==> config.mk <==
export PLATFORM = sky130hd
export DESIGN_NAME = radix_digit_emitter
export DESIGN_NICKNAME = d
export VERILOG_FILES = /design/src/rtl/rde_pkg.sv /design/src/rtl/radix_digit_emitter.sv /design/src/rtl/rde_dabble.sv
export SDC_FILE = /design/constraint.sdc
export NUM_CORES = 1
export LEC_CHECK = 0
export ABC_CLOCK_PERIOD_IN_PS = 8370
export BUFFER_PORTS_ARGS = -buffer_cell sky130_fd_sc_hd__buf_2
export CORE_MARGIN = 2
export CORE_UTILIZATION = 35
export CTS_BUF_LIST = sky130_fd_sc_hd__clkbuf_16
export DETAILED_ROUTE_END_ITERATION = 7
export PLACE_DENSITY_LB_ADDON = 0.12
export SLEW_MARGIN = 20
export SYNTH_ARGS = -nofsm -noshare
export SYNTH_HDL_FRONTEND = slang
export SYNTH_SLANG_ARGS = --single-unit
==> constraint.sdc <==
create_clock -name clk -period 8.37 [get_ports clk]
set_clock_uncertainty 0.1 [all_clocks]
set_input_delay 1.674 -clock clk [delete_from_list [all_inputs] [get_ports clk]]
set_output_delay 1.674 -clock clk [all_outputs]
set_load 0.02 [all_outputs]
==> src/rtl/rde_pkg.sv <==
// Shared types, constants and the digit-to-ASCII map for radix_digit_emitter.
// No dependencies; imported by rde_dabble, radix_digit_emitter and tb_top.
package rde_pkg;

    localparam int DIG_W      = 4;
    localparam int NUM_SLOTS  = 11;
    localparam int SLOTS_W    = NUM_SLOTS * DIG_W;
    localparam int IDX_W      = 4;
    localparam int VALUE_W    = 32;
    localparam int CHAR_W     = 7;
    localparam int BITS_PER_STEP = 4;
    localparam int CONV_STEPS = VALUE_W / BITS_PER_STEP;
    localparam int CNT_W      = $clog2(CONV_STEPS);

    localparam logic [1:0] OP_OCT = 2'd0;
    localparam logic [1:0] OP_DEC = 2'd1;
    localparam logic [1:0] OP_HEX = 2'd2;

    localparam logic [CHAR_W-1:0] MINUS_CHAR   = 7'h2D;
    localparam logic [CHAR_W-1:0] ZERO_CHAR    = 7'h30;
    localparam logic [CHAR_W-1:0] LETTER_BASE  = 7'h37;

    typedef logic [SLOTS_W-1:0] slots_t;

    // Map a digit 0..15 to '0'..'9', 'A'..'F'.
    function automatic logic [CHAR_W-1:0] digit_char(input logic [DIG_W-1:0] d);
        logic [CHAR_W-1:0] ext;
        ext = {{(CHAR_W-DIG_W){1'b0}}, d};
        if (d < 4'd10)
        begin
            digit_char = ZERO_CHAR + ext;
        end
        else
        begin
            digit_char = LETTER_BASE + ext;
        end
    endfunction

endpackage

==> src/rtl/radix_digit_emitter.sv <==
// Top level of radix_digit_emitter: sequencer, digit store and output register.
// Depends on rde_pkg and rde_dabble.
//
// Usage: drive value and opcode (0 octal, 1 decimal, 2 or 3 hexadecimal) and
// pulse start; the transaction is taken at a rising edge with start high and
// busy low. busy stays high until the final character has been issued.
// Characters come out most significant first, one per cycle, each shown for
// exactly one cycle with strobe high; last marks the final one. Decimal
// negatives lead with '-'. The receiver cannot stall the block.
// Sequence: octal/hex digits are loaded at accept, a leading-zero scan then
// finds the top digit, and the characters follow (1..11 of them). Decimal
// instead loads the magnitude and first passes through a conversion state
// in which the shift-and-add-3 unit folds 4 magnitude bits per cycle into
// BCD; a negative value's '-' goes out during the scan. A new start is
// taken in the cycle the final character is on the outputs. Reset clears
// the sequencer and the strobe; nothing else needs clearing.
module radix_digit_emitter
    import rde_pkg::*;
(
    input  logic                clk,
    input  logic                rst_n,
    input  logic                start,
    output logic                busy,
    input  logic [VALUE_W-1:0]  value,
    input  logic [1:0]          opcode,
    output logic                strobe,
    output logic [CHAR_W-1:0]   character,
    output logic                last
);

    localparam logic [1:0] ST_IDLE = 2'd0;
    localparam logic [1:0] ST_CONV = 2'd1;
    localparam logic [1:0] ST_SCAN = 2'd2;
    localparam logic [1:0] ST_EMIT = 2'd3;

    logic [1:0]         state_reg, state_next;
    logic [CNT_W-1:0]   cnt_reg, cnt_next;
    logic [IDX_W-1:0]   idx_reg, idx_next;
    logic               neg_reg, neg_next;
    logic               dec_reg, dec_next;
    logic [VALUE_W-1:0] bin_reg, bin_next;
    slots_t             dig_reg, dig_next;
    logic               strobe_reg, strobe_next;
    logic [CHAR_W-1:0]  char_reg, char_next;
    logic               last_reg, last_next;

    slots_t             dabble_out;
    slots_t             load_slots;
    logic [IDX_W-1:0]   top_idx;
    logic [DIG_W-1:0]   cur_digit;

    rde_dabble u_dabble (
        .digits_in  (dig_reg),
        .bits_in    (bin_reg[VALUE_W-1 -: BITS_PER_STEP]),
        .digits_out (dabble_out)
    );

    // Octal/hex digits straight from the bit pattern, one per 4-bit slot
    always_comb
    begin
        load_slots = '0;
        case (opcode)
            OP_OCT:
            begin
                for (int i = 0; i < NUM_SLOTS - 1; i++)
                begin
                    load_slots[i*DIG_W +: DIG_W] = {1'b0, value[i*3 +: 3]};
                end
                load_slots[(NUM_SLOTS-1)*DIG_W +: DIG_W] = {2'b00, value[31:30]};
            end
            default:
            begin
                load_slots[VALUE_W-1:0] = value;
            end
        endcase
    end

    // Highest nonzero digit; a negative octal/hex pattern always has a nonzero top
    always_comb
    begin
        top_idx = '0;
        for (int i = 0; i < NUM_SLOTS; i++)
        begin
            if (dig_reg[i*DIG_W +: DIG_W] != '0)
            begin
                top_idx = IDX_W'(i);
            end
        end
    end

    assign cur_digit = dig_reg[idx_reg*DIG_W +: DIG_W];

    always_comb
    begin
        state_next  = state_reg;
        cnt_next    = cnt_reg;
        idx_next    = idx_reg;
        neg_next    = neg_reg;
        dec_next    = dec_reg;
        bin_next    = bin_reg;
        dig_next    = dig_reg;
        strobe_next = 1'b0;
        char_next   = char_reg;
        last_next   = last_reg;
        case (state_reg)
            ST_IDLE:
            begin
                if (start)
                begin
                    neg_next = value[VALUE_W-1];
                    cnt_next = '0;
                    if (opcode == OP_DEC)
                    begin
                        dec_next   = 1'b1;
                        bin_next   = value[VALUE_W-1] ? (VALUE_W'(0) - value) : value;
                        dig_next   = '0;
                        state_next = ST_CONV;
                    end
                    else
                    begin
                        dec_next   = 1'b0;
                        dig_next   = load_slots;
                        state_next = ST_SCAN;
                    end
                end
            end
            ST_CONV:
            begin
                dig_next = dabble_out;
                bin_next = {bin_reg[VALUE_W-BITS_PER_STEP-1:0], {BITS_PER_STEP{1'b0}}};
                cnt_next = cnt_reg + 1'b1;
                if (cnt_reg == CNT_W'(CONV_STEPS - 1))
                begin
                    state_next = ST_SCAN;
                end
            end
            ST_SCAN:
            begin
                idx_next = top_idx;
                // issue the sign while the first digit is being set up
                if (dec_reg && neg_reg)
                begin
                    strobe_next = 1'b1;
                    char_next   = MINUS_CHAR;
                    last_next   = 1'b0;
                end
                state_next = ST_EMIT;
            end
            ST_EMIT:
            begin
                strobe_next = 1'b1;
                char_next   = digit_char(cur_digit);
                last_next   = (idx_reg == '0);
                if (idx_reg == '0)
                begin
                    state_next = ST_IDLE;
                end
                else
                begin
                    idx_next = idx_reg - 1'b1;
                end
            end
            default:
            begin
                state_next = ST_IDLE;
            end
        endcase
    end

    always_ff @(posedge clk or negedge rst_n)
    begin
        if (!rst_n)
        begin
            state_reg  <= ST_IDLE;
            strobe_reg <= 1'b0;
        end
        else
        begin
            state_reg  <= state_next;
            strobe_reg <= strobe_next;
        end
    end

    always_ff @(posedge clk)
    begin
        cnt_reg  <= cnt_next;
        idx_reg  <= idx_next;
        neg_reg  <= neg_next;
        dec_reg  <= dec_next;
        bin_reg  <= bin_next;
        dig_reg  <= dig_next;
        char_reg <= char_next;
        last_reg <= last_next;
    end

    assign busy      = (state_reg != ST_IDLE);
    assign strobe    = strobe_reg;
    assign character = char_reg;
    assign last      = last_reg;

    a_strobe_from_busy: assert property (@(posedge clk) disable iff (!rst_n)
        strobe |-> $past(busy))
        else $error("character issued without a transaction in flight");

    a_gap_after_last: assert property (@(posedge clk) disable iff (!rst_n)
        strobe && last |=> !strobe)
        else $error("character issued right after the final one");

    a_accept_busy: assert property (@(posedge clk) disable iff (!rst_n)
        start && !busy |=> busy)
        else $error("accepted transaction did not raise busy");

    a_busy_ends_on_last: assert property (@(posedge clk) disable iff (!rst_n)
        $fell(busy) |-> strobe && last)
        else $error("busy dropped without the final character");

    a_last_is_digit: assert property (@(posedge clk) disable iff (!rst_n)
        strobe && last |-> character != MINUS_CHAR)
        else $error("final character is a sign");

endmodule

==> src/rtl/rde_dabble.sv <==
// Shift-and-add-3 BCD unit: folds four binary bits into the BCD digit vector.
// Depends on rde_pkg.
module rde_dabble
    import rde_pkg::*;
(
    input  slots_t                   digits_in,
    input  logic [BITS_PER_STEP-1:0] bits_in,
    output slots_t                   digits_out
);

    slots_t acc;
    logic [DIG_W-1:0] d;

    always_comb
    begin
        acc = digits_in;
        d = '0;
        // MSB of the incoming group goes in first
        for (int s = BITS_PER_STEP - 1; s >= 0; s--)
        begin
            for (int i = 0; i < NUM_SLOTS; i++)
            begin
                d = acc[i*DIG_W +: DIG_W];
                if (d >= 4'd5)
                begin
                    acc[i*DIG_W +: DIG_W] = d + 4'd3;
                end
            end
            acc = {acc[SLOTS_W-2:0], bits_in[s]};
        end
        digits_out = acc;
    end

endmodule

* Word level (Yosys, flattened, before mapping) *
Index checks and enable logic that the tools add are counted.

word-level totals
  register bits = 96
  input port bits = 37
  logic and storage cells = 219

operators by class
  add/subtract/negate cells = 49
  order comparisons = 45
  eq/ne operators = 11
  shifts and indexed selects = 1
  muxes and demuxes = 80
  reduce and logical (&&, ||, !) cells = 23

operators with widths
  operator                 count
  $mux W4                  50
  $ge A4 B3 Y1 const B     44
  $add A4 B2 Y4 const B    40
  $mux W32                 4
  $mux W44                 2
  $pmux W44 S2             1
  $pmux W32 S2             1
  $shiftx A44 B7 Y4        1
  $reduce_bool A4 Y1       10
  $sub A1 B32 Y32 const A  1
  $mux W3                  5
  $add A6 B4 Y7 const A    2
  $mux W7                  2
  $pmux W7 S2              1
  $add A3 B2 Y3 const B    4
  $ne A2 B2 Y1 const B     6
  $mux W10                 1
  $mux W2                  4
  $pmux W2 S4              1
  $pmux W4 S2              1
  $reduce_and A2 Y1        4
  $pmux W3 S2              1
  $reduce_and A3 Y1        2
  $reduce_bool A2 Y1       3
  11 further kinds         18

* Longest topological paths before layout *
Gate-level depths: netlist (run 1).

  word-level depth = 12
  gate-level depth with buffers = 20

* Cells and area by module *
A second synthesis (run 1) with hierarchy kept.

second synthesis, totals
  cells, all modules = 1444
  area, all modules = 11263.3 µm²

modules (own cells, without submodules)
  module               times used  cells an instance  area an instance (µm²)  seq. area each (µm²)
  rde_dabble           1           897                5696.7                  0.0
  radix_digit_emitter  1           547                5566.6                  2867.8

* Worst setup path before layout (run 1) *
Ideal clock, no wire load.

  path type = input to register
  start = input port opcode[1]
  end = register bin_reg[0], enable pin
  data arrival time = 4.348 ns
  data required time = 7.804 ns
  setup slack = 3.456 ns
  cell stages on the path = 3
  path through = clkbuf_1 -> nand2b_1 -> o21ai_0

on the way
  cells in the longest elaborated chain, start to end = 3

RTL lines
  item                                RTL line                    source
  start, declared                     radix_digit_emitter.sv:25   input logic [1:0] opcode,
  $eq A2 B1 Y1                        radix_digit_emitter.sv:112  if (opcode == OP_DEC)
  $ne A2 B2 Y1 (no source line)       --
  $reduce_and A3 Y1 (no source line)  --
  end signal, assigned                radix_digit_emitter.sv:190  bin_reg <= bin_next;
  end, declared                       radix_digit_emitter.sv:41   logic [VALUE_W-1:0] bin_reg, bin_next;

Every way passes these cells.
A chain may end at the register's enable or synchronous reset.

* Final worst setup path (run 1) *
  start = input port value[8]
  end = register bin_reg[30] (data pin)

on the way
  cells in the longest elaborated chain, start to end = 5

RTL lines
  item              RTL line                    source
  start, declared   radix_digit_emitter.sv:24   input logic [VALUE_W-1:0] value,
  $sub A1 B32 Y32   radix_digit_emitter.sv:115  bin_next = value[VALUE_W-1] ? (VALUE_W'(0) - value) : value;
  $mux W32          radix_digit_emitter.sv:115
  $mux W32          radix_digit_emitter.sv:112
  $mux W32          radix_digit_emitter.sv:108  if (start)
  $pmux W32 S2      radix_digit_emitter.sv:105  case (state_reg)
  via bin_next[30]  radix_digit_emitter.sv:41

The timed path passes the listed nets, and every way through them passes these cells. The select of a mux whose other input is x is not followed.

==> impl_metrics.env, run 1 <==
export IMPL_cts_hold_buf=0
export IMPL_r2r_slack_ns=4.10
export IMPL_wl_per_cell_um=18.1
export IMPL_layout_worst_path_cycle_share_pct=51.1
export IMPL_ant_nets=0
export IMPL_hold_viol_final=0
export IMPL_critPathArrivalTime_ns=4.26
export IMPL_antenna_found_initial=0
export IMPL_yosysSeqAreaShare_pct=26.6
export IMPL_die_y_um=180
export IMPL_gr_total_overflow=0
export IMPL_ys_warn_count=0
export IMPL_nets=1420
export IMPL_fin_setup_tns_ns=0
export IMPL_diodes=0
export IMPL_n_fill_cell=3170
export IMPL_dieArea_um2=32300
export IMPL_ys_top_cells_by_area="edfxtp_1 (26%), ha_1 (6.3%), o21ai_0 (5.7%), nand2_1 (5.0%), a21oi_1 (3.8%)"
export IMPL_ys_flop_type="edfxtp_1"
export IMPL_synth_nets=1418
export IMPL_critPathMaxStageDelay_ns=0.57
export IMPL_syn_inst=1327
export IMPL_critPathKind="input pin to flip-flop"
export IMPL_grt_pass1_vias=9209
export IMPL_yosysTopAreaCell="edfxtp_1"
export IMPL_setup_viol_count_final=0
export IMPL_crit_path_end_kind="flip-flop"
export IMPL_grt_start_max_net_pins=84
export IMPL_syn2layout_area_growth_pct=7.92
export IMPL_drc=0
export IMPL_synth_edf_count=93
export IMPL_rsz0062_at_grt="false"
export IMPL_synth_common_cells="nand2_1 (143), o21ai_0 (123), edfxtp_1 (93)"
export IMPL_cts_buffers=9
export IMPL_syn_avg_cell_area_um2=8.13
export IMPL_cp_required_ns=8.36
export IMPL_async_flop_share_pct=3.13
export IMPL_syn_cell_area_um2=10800
export IMPL_cts_htree_levels=3
export IMPL_crit_top_cell="or4_4"
export IMPL_worstSkewPairLatency_ns=0.37
export IMPL_fp_dieW_um=180
export IMPL_postCtsSetupBuffers=0
export IMPL_cts_sinks=96
export IMPL_coreArea_um2=30500
export IMPL_maxCapViolCount=0
export IMPL_place_congestion=0.810
export IMPL_drive_gt1_share_pct=12.3
export IMPL_io_pins=47
export IMPL_relSlewSlack_pct=39.5
export IMPL_ys_types=94
export IMPL_grt_use_total_pct=19.4
export IMPL_tightest_slew_ns=0.908
export IMPL_firstDrtPassIters=5
export IMPL_timing_fmax_ghz=0.234
export IMPL_drt_iter0_drc=643
export IMPL_synth_most_common_cell="nand2_1"
export IMPL_clk_path_buf_depth=2
export IMPL_largest_reg_flops=44
export IMPL_root_buffer="clkbuf_16"
export IMPL_clkTransAtPathRegs_ns=0.09
export IMPL_start_util_pct=35.4
export IMPL_cp_cell_sequence="buf_2 -> nor4_1 -> nand3_1 -> or4_4 -> or4_4 -> nand2b_1 -> nand2b_4 -> o21ai_2 -> xor2_1 -> o21ai_1"
export IMPL_cts_tree="yes"
export IMPL_maxSlewViolCount=0
export IMPL_ys_ff_latch=96
export IMPL_dp_hpwl_um=23500
export IMPL_start_kind="input pin"
export IMPL_io_buffers=46
export IMPL_routed_via_density=5.68
export IMPL_finalCriticalPeriod_ns=4.28
export IMPL_critPathSlowestCell="nor4_1"
export IMPL_grt_pass1_wl_um=50600
export IMPL_finalWirelength_um=31400
export IMPL_fp_row_count=64
export IMPL_outcome="finished, final reports clean"
export IMPL_critPathMaxFanout=6
export IMPL_holdCritPathClass="flip-flop to flip-flop"
export IMPL_num_vias=9825
export IMPL_ctsResizeCount=0
export IMPL_yosys_area_top_type_share_pct=25.9
==> metal layers <==
| layer | wire (um) | vias to the layer above | track usage (%) |
|---|---|---|---|
| met5 | 0 | - | 0 |
| met2 | 13500 | 186 | 29.6 |
| met4 | 407 | 0 | 3.93 |
| met3 | 1080 | 25 | 2.05 |
| li1 | - | 4970 | - |
| met1 | 16400 | 4644 | 29.5 |
==> critical path, delay by kind of cell <==
family	cells	cell delay, ns
compound gates	2	0.20
xor+xnor	1	0.16
buf+inv	1	0.13
simple gates	6	2.09
==> metrics by stage <==
step	area [um^2]	worst slack [ns]	hold slack (ns)	util, %	instances
2_1_floorplan	10800	3.46	0.362	-	1327
3_3_place_gp	11300	3.76	0.408	37.2	1714
3_5_place_dp	11300	3.71	0.411	37.2	1714
4_1_cts	11600	4.09	0.432	38.2	1730
5_1_grt	11600	3.71	0.446	38.2	1730
6_report	11600	4.09	0.432	38.2	1730
==> path summary, 6_finish.rpt <==
path                        startpoint           end  cells after the start
max                           value[8]   bin_reg[30]                     10
min                        bin_reg[21]   bin_reg[25]                      2
max reg2reg                dig_reg[25]   dig_reg[26]                     13
min reg2reg                bin_reg[21]   bin_reg[25]                      2
max in group asynchronous        rst_n  state_reg[0]                      1
min in group asynchronous        rst_n        strobe                      1
==> area by class of cell <==
type	instances	area [um^2]	area share, %
clock buffers	9	225	1.93
clock inverters	7	85.1	0.730
inverters	81	304	2.61
multi-input cells	1089	7400	63.5
flip-flops and latches	96	2870	24.6
well taps	396	495	4.25
repair buffers	52	275	2.36
==> cells by family after synthesis <==
| kind of cell | synth area share [%] |
|---|---|
| compound gates | 30.1 |
| buf+inv | 5.11 |
| mux | 6.61 |
| simple gates | 21.6 |
| fa+ha+maj | 6.26 |
| xor+xnor | 3.73 |
| flops | 26.6 |
==> placed cells by master (no fill, tap or decap), types with 18 or more instances in the layout <==
| cell | count |
|---|---|
| inv_1 | 81 |
| a21oi_1 | 83 |
| a31oi_1 | 18 |
| or2_2 | 20 |
| nor2_1 | 84 |
| mux2i_1 | 34 |
| nand3_1 | 36 |
| a211o_1 | 24 |
| xnor2_1 | 18 |
| o21ai_0 | 122 |
| buf_2 | 46 |
| nand2b_1 | 32 |
| a211oi_1 | 34 |
| nand2_1 | 142 |
| edfxtp_1 | 93 |
| ha_1 | 53 |
| xor2_1 | 28 |
| and2_1 | 19 |
| nor3_1 | 30 |
| nor3b_1 | 22 |
Power of run 1 is not shown: default switching activity piles up to over one toggle a cycle in this logic, so the estimate is an artifact.
==> inputs of run 2 (changes only) <==
--- a/config.mk
+++ b/config.mk
@@ -5,7 +5,7 @@
 export SDC_FILE = /design/constraint.sdc
 export NUM_CORES = 1
 export LEC_CHECK = 0
-export ABC_CLOCK_PERIOD_IN_PS = 8370
+export ABC_CLOCK_PERIOD_IN_PS = 4000
 export BUFFER_PORTS_ARGS = -buffer_cell sky130_fd_sc_hd__buf_2
 export CORE_MARGIN = 2
 export CORE_UTILIZATION = 35
==> constraint.sdc (replaced) <==
create_clock -name clk -period 4 [get_ports clk]
set_clock_uncertainty 0.1 [all_clocks]
set_input_delay 0.8 -clock clk [delete_from_list [all_inputs] [get_ports clk]]
set_output_delay 0.8 -clock clk [all_outputs]
set_load 0.02 [all_outputs]
==> run 2 against run 1 <==
Compared with the run above: count of clock-buffer cells in the layout is the same; wire length grew 3.0%; non-clock buffer count grew 75; via count grew 3.3%; global-route usage grew 0.16 points; first-iteration DRC count shrank 2.6%; flip-flop and latch count is the same; critical path depth grew 6; final area grew 7.3%; register-to-register slack lost 3.9 ns; cell count grew 4.3%; core utilization grew 2.8 points.
==> impl_metrics.env, run 2 (synthesis results as in run 1) <==
export IMPL_ant_nets=0
export IMPL_routed_via_density=5.62
export IMPL_grt_start_max_net_pins=87
export IMPL_io_buffers=46
export IMPL_layout_worst_path_cycle_share_pct=95.7
export IMPL_place_congestion=0.825
export IMPL_grt_use_total_pct=19.5
export IMPL_clk_path_buf_depth=2
export IMPL_layout_commonest_cell="nand2_1"
export IMPL_drt_iter0_drc=626
export IMPL_finalCriticalPeriod_ns=3.83
export IMPL_fp_dieW_um=180
export IMPL_diodes=0
export IMPL_maxSlewViolCount=0
export IMPL_dieArea_um2=32300
export IMPL_reg2regPathDepth=16
export IMPL_outcome="finished, final reports clean"
export IMPL_n_fill_cell=3127
export IMPL_relSlewSlack_pct=45.8
export IMPL_clkTransAtPathRegs_ns=0.08
export IMPL_antenna_found_initial=0
export IMPL_wl_per_cell_um=17.9
export IMPL_root_buffer="clkbuf_16"
export IMPL_dp_hpwl_um=24600
export IMPL_worst_slack_ns=0.172
export IMPL_syn2layout_area_growth_pct=15.8
export IMPL_start_kind="flip-flop"
export IMPL_grt_pass1_vias=9492
export IMPL_pre_cts_slack_ns=-0.113
export IMPL_critPathArrivalTime_ns=3.86
export IMPL_die_y_um=180
export IMPL_seq_area_um2=2870
export IMPL_final_cell_mix="nand2_1 (141), o21ai_0 (117), edfxtp_1 (93), a21oi_1 (81), buf_4 (81)"
export IMPL_grt_pass1_wl_um=51100
export IMPL_io_pins=47
export IMPL_r2r_start="dig_reg[4]"
export IMPL_crit_path_end_kind="flip-flop"
export IMPL_hold_viol_final=0
export IMPL_maxCapViolCount=0
export IMPL_cts_htree_levels=3
export IMPL_setup_viol_count_final=0
export IMPL_finalWirelength_um=32300
export IMPL_holdCritPathClass="input pin to asynchronous set/reset pin"
export IMPL_rsz0062_at_grt="true"
export IMPL_timing_fmax_ghz=0.261
export IMPL_num_vias=10153
export IMPL_gr_total_overflow=0
export IMPL_multi_input_area_um2=7680
export IMPL_worstSkewPairLatency_ns=0.36
export IMPL_fp_row_count=64
export IMPL_cts_tree="yes"
export IMPL_drive_gt1_share_pct=20.9
export IMPL_critPathKind="flip-flop to flip-flop"
export IMPL_whs_ns=0.134
export IMPL_rr_endpoint="dig_reg[9]"
export IMPL_cts_sinks=96
export IMPL_cts_buffers=9
export IMPL_nets=1495
export IMPL_largest_reg_flops=44
export IMPL_start_util_pct=35.4
export IMPL_drc=0
export IMPL_critPathMaxFanout=5
export IMPL_coreArea_um2=30500
export IMPL_tightest_slew_ns=0.813
export IMPL_firstDrtPassIters=7
export IMPL_r2r_slack_ns=0.17
export IMPL_cp_required_ns=4.03
## run 2: cell count changes in the layout (fill, tap and decap cells not counted), moves of 4 or more
| cell | previous run | this run |
|---|---|---|
| buf_4 | 6 | 81 |
| nor3_1 | 30 | 26 |
| a211oi_2 | 6 | 11 |
| o21ai_2 | 6 | 10 |
| nor2_1 | 84 | 79 |
| ha_2 | 0 | 8 |
| nor2_2 | 2 | 7 |
| o21ai_0 | 122 | 117 |
| a2bb2oi_2 | 1 | 5 |
| a211oi_1 | 34 | 27 |
| nor2b_1 | 13 | 9 |
| ha_1 | 53 | 44 |
| a2bb2oi_1 | 7 | 3 |
## run 2: stage by stage
stage,area [um^2],instances,setup TNS (ns),util [%]
4_1_cts,12100,1784,0,39.6
2_1_floorplan,10800,1327,0,-
5_1_grt,12500,1805,-0.131,41.0
3_3_place_gp,11700,1767,-0.0474,38.5
6_report,12500,1805,0,41.0
3_5_place_dp,11700,1767,-0.221,38.5
## run 2: area by class of cell
| cell class | instances | area share [%] |
|---|---|---|
| timing repair buffer | 127 | 6.71 |
| sequential | 96 | 22.9 |
| tap | 396 | 3.96 |
| clock buffer | 9 | 1.80 |
| multi-input combinational | 1089 | 61.4 |
| inverter | 81 | 2.43 |
| clock inverter | 7 | 0.711 |
## run 2: how the worst max path moves through the flow
| stage | to | startpoint | slack [ns] |
|---|---|---|---|
| after floorplan | dig_reg[9] | dig_reg[8] | 0.29 |
| after global placement | dig_reg[32] | dig_reg[25] | -0.02 |
| after detailed placement | dig_reg[41] | dig_reg[40] | -0.11 |
| after CTS | dig_reg[41] | dig_reg[36] | 0.02 |
| after global routing | dig_reg[41] | dig_reg[36] | -0.04 |
| final | dig_reg[9] | dig_reg[4] | 0.17 |
## run 2: critical path: stages, from the launching register on
cell and delay, ns:
edfxtp_1 0.45, buf_4 0.14, ha_1 0.12, and2b_2 0.25
nor3_4 0.25, nor2_2 0.07, inv_1 0.06, ha_1 0.15
a21oi_1 0.05, o211a_1 0.24, or2_2 0.31, ha_2 0.19
o21bai_1 0.16, a211oi_2 0.27, a2bb2o_4 0.26, a211o_1 0.29
a31o_1 0.21
## run 2: metal layers
layer / track usage (%) / wire length (um) / up-vias
met5: 0 / 0 / -
met4: 5.07 / 490 / 0
met3: 2.15 / 1210 / 30
met2: 30.3 / 14300 / 200
met1: 28.9 / 16300 / 4800
li1: - / - / 5123
## run 2: what timing repair did
action	in CTS	in global routing
pin swaps	0	15
setup endpoints to repair	5	33
hold buffers	0	0
gates resized for setup	8	63
buffers inserted	1	21
Power of run 2 is left out for the same reason.
==> inputs of run 3 (changes only) <==
--- a/config.mk
+++ b/config.mk
@@ -11,7 +11,7 @@
 export CORE_UTILIZATION = 35
 export CTS_BUF_LIST = sky130_fd_sc_hd__clkbuf_16
 export DETAILED_ROUTE_END_ITERATION = 7
-export PLACE_DENSITY_LB_ADDON = 0.12
+export PLACE_DENSITY = 0.46
 export SLEW_MARGIN = 20
 export SYNTH_ARGS = -nofsm -noshare
 export SYNTH_HDL_FRONTEND = slang
==> run 3 against run 2 <==
Compared with the run above: largest cell class unchanged; critical endpoint is now dig_reg[37]; count of clock-buffer cells in the layout unchanged; sequential share of layout area up 0.26 points; flip-flop and latch count is the same; worst hold slack improved by 0.0028 ns; register-to-register slack is essentially flat; via count about the same; cell count is 0.17% lower; global-route usage fell by 0.073 points; non-clock buffer count fell by 3; critical path depth rose by 2.
==> impl_metrics.env, run 3 (synthesis results as in run 1) <==
export IMPL_outcome="finished, final reports clean"
export IMPL_diodes=0
export IMPL_hold_viol_final=0
export IMPL_cts_sinks=96
export IMPL_n_fill_cell=3131
export IMPL_reg2regPathDepth=18
export IMPL_gr_total_overflow=0
export IMPL_dp_hpwl_um=25000
export IMPL_maxCapViolCount=0
export IMPL_cts_tree="yes"
export IMPL_fp_dieW_um=180
export IMPL_largest_reg_flops=44
export IMPL_antenna_found_initial=0
export IMPL_critPathMaxFanout=7
export IMPL_relSlewSlack_pct=27.8
export IMPL_whs_ns=0.136
export IMPL_syn2layout_area_growth_pct=14.5
export IMPL_tightest_slew_ns=1.08
export IMPL_layout_commonest_cell="nand2_1"
export IMPL_nets=1492
export IMPL_clk_path_buf_depth=2
export IMPL_start_kind="flip-flop"
export IMPL_crit_path_end_kind="flip-flop"
export IMPL_grt_pass1_vias=9376
export IMPL_fp_row_count=64
export IMPL_wl_per_cell_um=17.9
export IMPL_finalCriticalPeriod_ns=3.83
export IMPL_pre_cts_slack_ns=0.00149
export IMPL_rr_endpoint="dig_reg[37]"
export IMPL_drt_iter0_drc=624
export IMPL_clkTransAtPathRegs_ns=0.08
export IMPL_start_util_pct=35.4
export IMPL_cts_htree_levels=3
export IMPL_maxSlewViolCount=0
export IMPL_root_buffer="clkbuf_16"
export IMPL_stdcell_count=1802
export IMPL_coreArea_um2=30500
export IMPL_dieArea_um2=32300
export IMPL_r2r_start="dig_reg[37]"
export IMPL_crit_start="dig_reg[37]"
export IMPL_drc=0
export IMPL_dp_cells=1770
export IMPL_setup_viol_count_final=0
export IMPL_io_buffers=46
export IMPL_worst_slack_ns=0.166
export IMPL_cts_hold_buf=0
export IMPL_rsz0062_at_grt="true"
export IMPL_place_congestion=0.852
export IMPL_r2r_slack_ns=0.17
export IMPL_timing_fmax_ghz=0.261
export IMPL_layout_worst_path_cycle_share_pct=95.9
export IMPL_num_vias=10157
export IMPL_ant_nets=0
export IMPL_cp_required_ns=4.01
export IMPL_final_cell_mix="nand2_1 (140), o21ai_0 (118), edfxtp_1 (93), nor2_1 (82), a21oi_1 (81)"
export IMPL_io_pins=47
export IMPL_routed_via_density=5.64
export IMPL_holdCritPathClass="input pin to asynchronous set/reset pin"
export IMPL_grt_use_total_pct=19.5
export IMPL_utilization_pct=40.5
export IMPL_cts_buffers=9
export IMPL_firstDrtPassIters=5
export IMPL_worstSkewPairLatency_ns=0.37
export IMPL_finalWirelength_um=32200
export IMPL_die_y_um=180
export IMPL_drive_gt1_share_pct=19.6
export IMPL_critPathKind="flip-flop to flip-flop"
export IMPL_grt_start_max_net_pins=65
export IMPL_critPathArrivalTime_ns=3.85
export IMPL_grt_pass1_wl_um=51100
-- run 3: repair_timing --
item / CTS / global route
resized for setup: 1 / 50
setup endpoints to repair: 1 / 31
buffers inserted: 0 / 16
pin swaps: 0 / 16
-- run 3: how the worst max path moves through the flow --
stage / end / depth (start not counted)
6_report: dig_reg[37] / 18
5_1_grt: dig_reg[41] / 20
4_1_cts: dig_reg[41] / 19
3_5_place_dp: dig_reg[41] / 19
3_3_place_gp: dig_reg[41] / 16
2_1_floorplan: dig_reg[9] / 14
-- run 3: metrics by stage --
stage | TNS (ns) | area [um^2]
after floorplan | 0 | 10800
after global placement | 0 | 11800
after detailed placement | 0 | 11800
after CTS | 0 | 12100
after global routing | -0.120 | 12400
final | 0 | 12400
-- run 3: final cells by class --
cell class	instances	area, um^2	share of cell area [%]
multi-input cells	1089	7590	61.4
clock buffers	9	225	1.82
flip-flops and latches	96	2870	23.2
well taps	396	495	4.01
clock inverters	7	65.1	0.526
repair buffers	124	816	6.60
inverters	81	304	2.46
-- run 3: metal layers --
layer  global-route usage (%)  wire [um]  vias up  part of all wire (%)
met4                     2.67        215        0                  0.67
met2                     29.7      13800      193                    43
met3                     2.51       1290       17                   4.0
met1                     29.8      16900     4829                    53
li1                         -          -     5118                     -
met5                        0          0        -                     0
-- run 3: worst max-delay path, stage by stage, from the launching register on --
cell and delay, ns:
edfxtp_1 0.41, inv_1 0.12, ha_4 0.21, nor2b_2 0.17
o21ai_0 0.35, nor2_1 0.12, inv_1 0.07, ha_1 0.14
inv_1 0.05, o21ai_0 0.10, a211oi_2 0.12, nor2_2 0.17
inv_1 0.06, ha_1 0.20, o21bai_1 0.15, a211o_1 0.34
and2_1 0.18, a211o_1 0.27, a32o_1 0.25
Power of run 3 is left out for the same reason.
